File: src/design/thac_pkg.sv
`default_nettype none
// ----------------------------------------------------------------------------
// thac_pkg
// Shared widths, codes and control types for the timing histogram accumulator.
// ----------------------------------------------------------------------------
package thac_pkg;

	localparam int INDEX_W = 4;
	localparam int VALUE_W = 8;
	localparam int TIME_W  = 24;
	localparam int SQ_W    = 2 * TIME_W;
	localparam int SUM_W   = 64;
	localparam int CNT_W   = 32;
	localparam int CELL_W  = SUM_W + SUM_W + CNT_W;

	localparam logic MODE_ACC  = 1'b0;
	localparam logic MODE_READ = 1'b1;

	typedef enum logic [1:0] {
		ST_CLEAR,
		ST_IDLE,
		ST_MUL,
		ST_UPDATE
	} state_t;

	typedef struct packed {
		logic clear_step;
		logic capture;
		logic update;
	} cmd_t;

	typedef struct packed {
		logic clear_last;
	} sts_t;

endpackage
`default_nettype wire

File: src/design/thac_ctrl.sv
`default_nettype none
// ----------------------------------------------------------------------------
// thac_ctrl
// Sequencer: clearing sweep after reset, then fetch, square and update for
// each accepted word.
// ----------------------------------------------------------------------------
module thac_ctrl (
	input  wire logic          clk,
	input  wire logic          arst_n,
	input  wire logic          start,
	input  wire thac_pkg::sts_t sts,
	output thac_pkg::cmd_t     cmd,
	output logic               busy
);

	thac_pkg::state_t state_q, state_d;

	always_ff @(posedge clk or negedge arst_n) begin
		if (!arst_n) begin
			state_q <= thac_pkg::ST_CLEAR;
		end else begin
			state_q <= state_d;
		end
	end

	always_comb begin
		state_d = state_q;
		cmd     = '0;
		busy    = 1'b1;
		unique case (state_q)
			thac_pkg::ST_CLEAR: begin
				cmd.clear_step = 1'b1;
				if (sts.clear_last) begin
					state_d = thac_pkg::ST_IDLE;
				end
			end
			thac_pkg::ST_IDLE: begin
				busy = 1'b0;
				if (start) begin
					cmd.capture = 1'b1;
					state_d     = thac_pkg::ST_MUL;
				end
			end
			thac_pkg::ST_MUL: begin
				state_d = thac_pkg::ST_UPDATE;
			end
			thac_pkg::ST_UPDATE: begin
				cmd.update = 1'b1;
				state_d    = thac_pkg::ST_IDLE;
			end
			default: begin
				state_d = thac_pkg::ST_CLEAR;
			end
		endcase
	end

endmodule
`default_nettype wire

File: config.mk
export PLATFORM = sky130hd
export DESIGN_NAME = thac_ctrl
export DESIGN_NICKNAME = d
export VERILOG_FILES = /design/src/design/thac_pkg.sv /design/src/design/thac_ctrl.sv
export SDC_FILE = /design/constraint.sdc
export NUM_CORES = 1
export LEC_CHECK = 0
export BUFFER_PORTS_ARGS = -buffer_cell sky130_fd_sc_hd__buf_2
export CORE_AREA = 4 4 41 43
export CTS_CLUSTER_SIZE = 14
export DETAILED_ROUTE_END_ITERATION = 8
export DIE_AREA = 0 0 45 47
export HOLD_SLACK_MARGIN = 0.06
export SKIP_LAST_GASP = 1
export SYNTH_ARGS = -nofsm -noshare
export SYNTH_HDL_FRONTEND = slang
export SYNTH_SLANG_ARGS = --single-unit
File: constraint.sdc
create_clock -name clk -period 1.7 [get_ports clk]
set_input_delay 0.34 -clock clk [delete_from_list [all_inputs] [get_ports clk]]
set_output_delay 0.34 -clock clk [all_outputs]
set_load 0.1 [all_outputs]
==> results.md, run 1 <==
* Ant diodes at 0
* Finished Layout Cells at 41
* Top-count cell post-synth: inv_1
* Critical Path RT at 1.36 ns
* Register area at 50.0 sq um
* Drt first pass iters at 1
* Post-synth EDFFs at 0
* Clock Sinks at 2
* Final worst path period share at 94.5%
* Worst skew pair latency at 0.22 ns
* Synth cell types at 8
* CTS tree: done
* Critical Path Sink Type: output pin
* Max-cap violations at 0
* Startpoint Class: flip-flop
* Cell taking the most area after synthesis: dfrtp_1
* Starting density of the core at around an eighth
* CTS Buf Count at 3
* Initial antenna violation count at 0
* Post-CTS Setup Bufs at 0
* Yosys warns at 0
* Multi-input gate area at 98.8 sq um
* RSZ-0062 raised after global routing: false
* Die Y at 47 um
* P&R area growth vs syn at 91.9%
* Syn_nets at 22
* HP Class: in -> async
* Drt initial violations at 0
* Clock-pin slew on the worst setup and hold paths at around 0.030 ns
* DP HPWL at ~300 um
* Layout cells sized above 1 at 61.5%
* Worst path arrival time at 1.27 ns
* Final net count at 35
* Synth area leaders: dfrtp_1, ha_1, inv_1
* Worst Path Max Fanout at 3
* WS Path Type: reg -> out
* Synthesized flop and latch total at 2
* ANT nets after route at 0
* Seq/Total Area, Yosys at 32.5%
* Total wire length at about 380 um
* Total GRT Usage at 4.66%
* Final Skew at 0.00411 ns
* Pins Over Slew Limit at 0
* Synth Flop Type: dfrtp_1
* Synth top cells by count: inv_1, ha_1, dfrtp_1, o21ai_0
* Total grt overflow at 0
* CORE AREA at 0.00130 sq mm
* Synthesized area at 154 sq um
* Largest Register: state_q
* Setup Viol. Count Final at 0
* Vias per cell at 3.37
* Die ar. at 0.00212 sq mm
* Achievable Freq at 622 MHz
* Final Hold Fails at 0
* Gate Count Post-Synth at 15
* Slew @ Worst Pin at about 0.48 ns
* Port Buffers at 7
* Wire per inst at between 9 and 10 um
* H-tree depth at 1
* Row cnt at 13
* Filler instances at 149
* Run status: finished, final reports clean
* Largest regs: state_q x2
* CTS max path bufs at 2
* Placed Instances at 37
* Async SR Flop Fraction at 100%
* Largest net degree at the start of global routing at 5
* Vias at between 100 and 150
* Boundary Pins at 8
* # DRC at 0
* Fin crit period at 1.61 ns
* TNS Setup at 0 ns
* Top cell type's share of synthesized area at 32.5%
* Max reg flops at 2
* First-pass GRT wire length at 572 um
* Slew HR at 67.9%
* GPL Wtd Cong at 0.648
* Syn avg cell area at slightly above 10 sq um
* Vias in the first global route at about 150
* CTS root buf: clkbuf_4
* Die width at 45 um
==> placed cells by master, fill, tap and decap left out, drive strengths merged <==
cell type	n
a21oi	1
buf	7
clkbuf	3
dfrtp	2
dlygate4sd3	1
ha	3
inv	4
mux2	1
nor2	1
nor2b	1
o21ai	2
==> worst max-delay path, stage by stage (launching register included) <==
cell and delay, ns:
dfrtp_1 0.39, inv_1 0.09, ha_2 0.21, inv_2 0.07, nor2_4 0.10, buf_12 0.18
==> final timing paths <==
kind,startpoint,endpoint,slack (ns),cells past startpoint
max reg2reg,state_q[0],state_q[1],0.32,5
min reg2reg,state_q[1],state_q[1],0.55,1
min,arst_n,state_q[1],0.43,2
max,state_q[1],cmd[1],0.09,5
min in group clk,sts,state_q[0],0.43,3
max in group asynchronous,arst_n,state_q[0],1.17,2
==> logic make-up (layout without fill, tap and decap cells) <==
family          after synthesis  count (layout)  share of synthesized area, %
fa+ha+maj                     3               3                          24.4
buf+inv                       4              15                          9.75
flops                         2               2                          32.5
simple gates                  2               2                          11.4
compound gates                3               3                          12.2
mux                           1               1                          9.75
==> what timing repair did <==
| action | CTS | global route |
|---|---|---|
| resized for setup | 0 | 2 |
| setup endpoints to repair | 0 | 1 |
| endpoints found under the hold margin | 2 | 0 |
| hold buffers | 1 | 0 |
==> through the flow <==
step                      util (%)  hold WS [ns]  instance area [sq um]  setup slack [ns]
after floorplan                  -        0.0444                    161            -0.315
after global placement        20.0         0.125                    260             0.300
after detailed placement      20.0         0.128                    260             0.269
after CTS                     22.5         0.421                    293            0.0188
after global routing          22.7         0.451                    295            0.0268
final                         22.7         0.433                    295            0.0930
==> per-layer routing <==
layer / global-route usage (%) / part of all wire [%] / vias to the layer above / wire length, um
li1: - / - / 70 / -
met1: 3.86 / 33 / 61 / 124
met5: 0 / 0 / - / 0
met2: 6.78 / 57 / 5 / 217
met3: 0 / 4.5 / 2 / 17
met4: 10.5 / 5.0 / 0 / 19
==> final cells by class <==
class                   count  share of cell area, %
inverters                   4                   5.08
well taps                  15                   6.36
clock buffers               3                   7.63
multi-input cells           9                   33.5
flip-flops and latches      2                   16.9
repair buffers              8                   30.5
Power of run 1 is not shown: default switching activity piles up to over one toggle a cycle in this logic, so the estimate is an artifact.
==> run 2, diff against run 1 <==
==> constraint.sdc (replaced) <==
create_clock -name clk -period 1.7 [get_ports clk]
set_input_delay 0.085 -clock clk [delete_from_list [all_inputs] [get_ports clk]]
set_output_delay 0.085 -clock clk [all_outputs]
set_load 0.1 [all_outputs]
==> results.md, run 2 (synthesized netlist as in run 1, its figures left out) <==
* Run status: finished, final reports clean
* Most used routing layer: met4
* Die ar. at 0.00212 sq mm (unchanged)
* Filler instances at 152 (+2.0%)
* Clock-pin slew on the worst setup and hold paths at 0.03 ns (about the same)
* Ant diodes at 0 (unchanged)
* H-tree depth at 1 (unchanged)
* Cell area after placement at 218 sq um (-16%)
* Most common cell after layout, fill and taps aside: buf_2
* Met1 Usage GRT at 4.56% (+0.69 points)
* Starting density of the core at 11.8% (unchanged)
* Worst skew pair latency at 0.23 ns (about the same)
* Wire per inst at 7.46 um (-19%)
* Register area at 50.0 sq um (unchanged)
* Setup Viol. Count Final at 0 (unchanged)
* Slew @ Worst Pin at 0.485 ns (+0.000602 ns)
* CTS root buf: clkbuf_4
* Pins Over Slew Limit at 0 (unchanged)
* Reg-to-Reg Start: state_q[0]
* Critical Path RT at 1.62 ns (+0.26 ns)
* Worst Path Max Fanout at 3 (unchanged)
* Critical Path Sink Type: output pin
* CORE AREA at 0.00130 sq mm (unchanged)
* Row cnt at 13 (unchanged)
* RSZ-0062 raised after global routing: false
* Drt first pass iters at 2 (+1)
* Total grt overflow at 0 (unchanged)
* Max reg flops at 2 (unchanged)
* Slew HR at 67.9% (about the same)
* # DRC at 0 (unchanged)
* Final net count at 35 (unchanged)
* Largest Register: state_q
* Fin crit period at 1.57 ns (-0.0407 ns)
* Worst path arrival time at 1.48 ns (+0.21 ns)
* Hold path startpoint: sts
* Crit path launch: state_q[1]
* CTS Buf Count at 3 (unchanged)
* First-pass GRT wire length at 531 um (-7.2%)
* P&R area growth vs syn at 62.6%
* Commonest non-fill, non-tap cells in the layout: buf_2, inv_1, clkbuf_4
* PostCTS Resize Cnt at 0 (unchanged)
* CTS tree: done
* Startpoint Class: flip-flop
* Final Cell Area at 250 sq um (-15%)
* Largest regs: state_q x2
* ANT nets after route at 0 (unchanged)
* GPL Wtd Cong at 0.674 (+3.9%)
* Multi-input gate area at 98.8 sq um (unchanged)
* Initial antenna violation count at 0 (unchanged)
* HP Class: in -> reg
* Final Skew at 0.00466 ns (+0.000551 ns)
* CTS max path bufs at 2 (unchanged)
* Met2 usage in global routing at 3.95% (-2.8 points)
* Max-cap violations at 0 (unchanged)
* Largest net degree at the start of global routing at 5 (unchanged)
* Port Buffers at 7 (unchanged)
* Die Y at 47 um (unchanged)
* Vias at 136 (-1.4%)
* Total GRT Usage at 4.19% (-0.47 points)
* Layout cells sized above 1 at 57.7% (-3.8 points)
* WS Path Type: reg -> out
* Met3 Usage GRT at 2.68% (+2.7 points)
* Finished Layout Cells at 41 (unchanged)
* Final worst path period share at 92.1% (-2.4 points)
* Vias per cell at 3.32 (-1.4%)
* TNS Setup at 0 ns (unchanged)
* Drt initial violations at 2 (+2)
* Clock Sinks at 2 (unchanged)
* Placed Instances at 37 (unchanged)
* DP HPWL at 262 um (-12%)
* Achievable Freq at 638 MHz (+2.6%)
* Final Hold Fails at 0 (unchanged)
* Die width at 45 um (unchanged)
* Vias in the first global route at 134 (-10%)
* Total wire length at 306 um (-19%)
* Boundary Pins at 8 (unchanged)
run 2: layout make-up:
| type | count | area share (%) |
|---|---|---|
| multi-input combinational | 9 | 39.5 |
| sequential | 2 | 20.0 |
| timing repair buffer | 8 | 18.0 |
| clock buffer | 3 | 9.00 |
| tap | 15 | 7.50 |
| inverter | 4 | 6.00 |
run 2: worst paths after layout:
| check | slack [ns] | cells past startpoint | to |
|---|---|---|---|
| worst max-delay path | 0.13 | 5 | cmd[1] |
| worst min-delay path | 0.16 | 3 | state_q[0] |
| worst max register to register | 0.40 | 5 | state_q[1] |
| worst min register to register | 0.53 | 1 | state_q[1] |
| max in group asynchronous | 1.43 | 2 | state_q[0] |
| min in group asynchronous | 0.17 | 2 | state_q[1] |
run 2: per-layer routing:
layer	share of wire, %	up-vias
li1	-	69
met1	51	57
met2	34	8
met3	12	2
met4	3.3	0
met5	0	-
run 2: critical path, cell delays in order, from the launching register on:
cell	delay (ns)
dfrtp_1	0.38
inv_1	0.09
ha_1	0.21
inv_1	0.09
nor2_4	0.07
buf_2	0.42
run 2: repair_timing:
action                     CTS  global route
setup endpoints to repair    0             0
hold endpoints to repair     2             0
setup buffers                0             0
hold buffers                 1             0
run 2: metrics by stage:
step	worst slack (ns)	util [%]	hold WS (ns)
2_1_floorplan	-0.0640	-	-0.211
3_3_place_gp	0.367	16.7	-0.127
3_5_place_dp	0.370	16.7	-0.127
4_1_cts	0.111	19.2	0.161
5_1_grt	0.0276	19.2	0.184
6_report	0.134	19.2	0.164
Power of run 2 is left out for the same reason.
==> run 3, diff against run 2 <==
--- a/config.mk
+++ b/config.mk
@@ -6,11 +6,13 @@
 export NUM_CORES = 1
 export LEC_CHECK = 0
 export BUFFER_PORTS_ARGS = -buffer_cell sky130_fd_sc_hd__buf_2
+export CAP_MARGIN = 20
 export CORE_AREA = 4 4 41 43
 export CTS_CLUSTER_SIZE = 14
 export DETAILED_ROUTE_END_ITERATION = 8
 export DIE_AREA = 0 0 45 47
 export HOLD_SLACK_MARGIN = 0.06
+export RECOVER_POWER = 25
 export SKIP_LAST_GASP = 1
 export SYNTH_ARGS = -nofsm -noshare
 export SYNTH_HDL_FRONTEND = slang
==> results.md, run 3 (synthesized netlist as in run 1, its figures left out) <==
* Clock Sinks at 2 (unchanged)
* Worst Path Max Fanout at 3 (unchanged)
* Achievable Freq at 638 MHz (unchanged)
* Filler instances at 153 (+0.66%)
* Critical path depth at 5 (unchanged)
* Max-cap violations at 0 (unchanged)
* Post-CTS Setup Bufs at 0 (unchanged)
* Critical Path RT at 1.62 ns (about the same)
* Total wire length at 304 um (-0.65%)
* Final Hold Fails at 0 (unchanged)
* ANT nets after route at 0 (unchanged)
* DP HPWL at 262 um (unchanged)
* H-tree depth at 1 (unchanged)
* Layout cells sized above 1 at 53.8% (-3.8 points)
* Crit path launch: state_q[1]
* Buf/Inv on CP at 3 (unchanged)
* Initial antenna violation count at 0 (unchanged)
* Slew @ Worst Pin at 0.485 ns (unchanged)
* HP Class: in -> reg
* Worst skew pair latency at 0.23 ns (about the same)
* # DRC at 0 (unchanged)
* First-pass GRT wire length at 531 um (unchanged)
* Final Skew at 0.00466 ns (unchanged)
* Cell mode on critical path: inv_1
* Run status: finished, final reports clean
* CTS Buf Count at 3 (unchanged)
* CP max stage cell: buf_2
* Starting density of the core at 11.8% (unchanged)
* Fin crit period at 1.57 ns (unchanged)
* Total GRT Usage at 4.19% (unchanged)
* Drt initial violations at 2 (unchanged)
* Critical Path Sink Type: output pin
* Startpoint Class: flip-flop
* Setup Viol. Count Final at 0 (unchanged)
* Critical path's largest stage delay at 0.42 ns (about the same)
* Final Core Density at 19.1% (-0.096 points)
* Final net count at 35 (unchanged)
* Crit path cell chain: inv_1 > ha_1 > inv_1 > nor2_4 > buf_2
* P&R area growth vs syn at 61.8%
* Drt first pass iters at 2 (unchanged)
* CTS root buf: clkbuf_4
* Vias in the first global route at 134 (unchanged)
* WS Path Type: reg -> out
* Ant diodes at 0 (unchanged)
* CORE AREA at 0.00130 sq mm (unchanged)
* Final worst path period share at 92.1% (unchanged)
* Port Buffers at 7 (unchanged)
* CTS max path bufs at 2 (unchanged)
* Reg-to-Reg Start: state_q[0]
* CP delay by family, top: buffers and inverters
* RSZ-0062 raised after global routing: false
* Largest Register: state_q
* Flop-to-flop setup slack at 0.40 ns (about the same)
* Slew HR at 67.9% (unchanged)
* Row cnt at 13 (unchanged)
* Most common cell after layout, fill and taps aside: buf_2
* Commonest non-fill, non-tap cells in the layout: buf_2, inv_1, clkbuf_4
* Largest net degree at the start of global routing at 5 (unchanged)
* Vias per cell at 3.32 (unchanged)
* Clock-pin slew on the worst setup and hold paths at 0.03 ns (about the same)
* Worst Setup EP: cmd[1]
* Reg2Reg Depth at 5 (unchanged)
* Vias at 136 (unchanged)
* Total grt overflow at 0 (unchanged)
* Die Y at 47 um (unchanged)
* Worst path arrival time at 1.48 ns (about the same)
* Boundary Pins at 8 (unchanged)
* Reg2reg end: state_q[1]
* CTS tree: done
* Die width at 45 um (unchanged)
* Max reg flops at 2 (unchanged)
* Die ar. at 0.00212 sq mm (unchanged)
* Pins Over Slew Limit at 0 (unchanged)
* GPL Wtd Cong at 0.674 (unchanged)
* Wire per inst at 7.41 um (-0.65%)
* Largest regs: state_q x2
==> run 3: changes by cell type in the layout (fill, tap and decap cells not counted) <==
cell / before / now
clkbuf_1: 0 / 1
buf_2: 7 / 6
==> run 3: routing by layer <==
layer,wire length (um),track usage (%),part of all wire [%],vias up
met1,154,4.56,51,57
li1,-,-,-,69
met2,103,3.95,34,8
met5,0,0,0,-
met3,36,2.68,12,2
met4,10,7.02,3.3,0
==> run 3: cell type report <==
cell class | instances | area [sq um] | share of cell area (%)
flip-flops and latches | 2 | 50.0 | 20.1
repair buffers | 8 | 43.8 | 17.6
well taps | 15 | 18.8 | 7.54
clock buffers | 3 | 22.5 | 9.05
inverters | 4 | 15.0 | 6.03
multi-input cells | 9 | 98.8 | 39.7
==> run 3: how the worst min path moves through the flow <==
stage / from / to / slack (ns) / cells after the start
floorplan: arst_n / state_q[0] / -0.21 / 0
global placement: arst_n / state_q[1] / -0.13 / 1
detailed placement: arst_n / state_q[1] / -0.13 / 1
CTS: arst_n / state_q[1] / 0.16 / 2
global route: arst_n / state_q[1] / 0.19 / 2
finish: sts / state_q[0] / 0.16 / 3
==> run 3: repair_timing <==
item                                   CTS  global route
endpoints found under the hold margin    2             0
resized for setup                        0             0
hold buffers                             1             0
==> run 3: tightest hold or removal path, cell delays in order <==
cell,delay (ns)
buf_2,0.10
nor2b_4,0.04
o21ai_0,0.12
==> run 3: stage by stage <==
step | hold WS, ns | cell area [sq um] | cells | setup WS, ns | TNS [ns]
5_1_grt | 0.190 | 249 | 41 | 0.0276 | 0
3_3_place_gp | -0.127 | 218 | 37 | 0.367 | 0
4_1_cts | 0.161 | 250 | 41 | 0.111 | 0
2_1_floorplan | -0.211 | 164 | 15 | -0.0640 | -0.0640
6_report | 0.164 | 249 | 41 | 0.134 | 0
3_5_place_dp | -0.127 | 218 | 37 | 0.370 | 0
Power of run 3 is left out for the same reason.
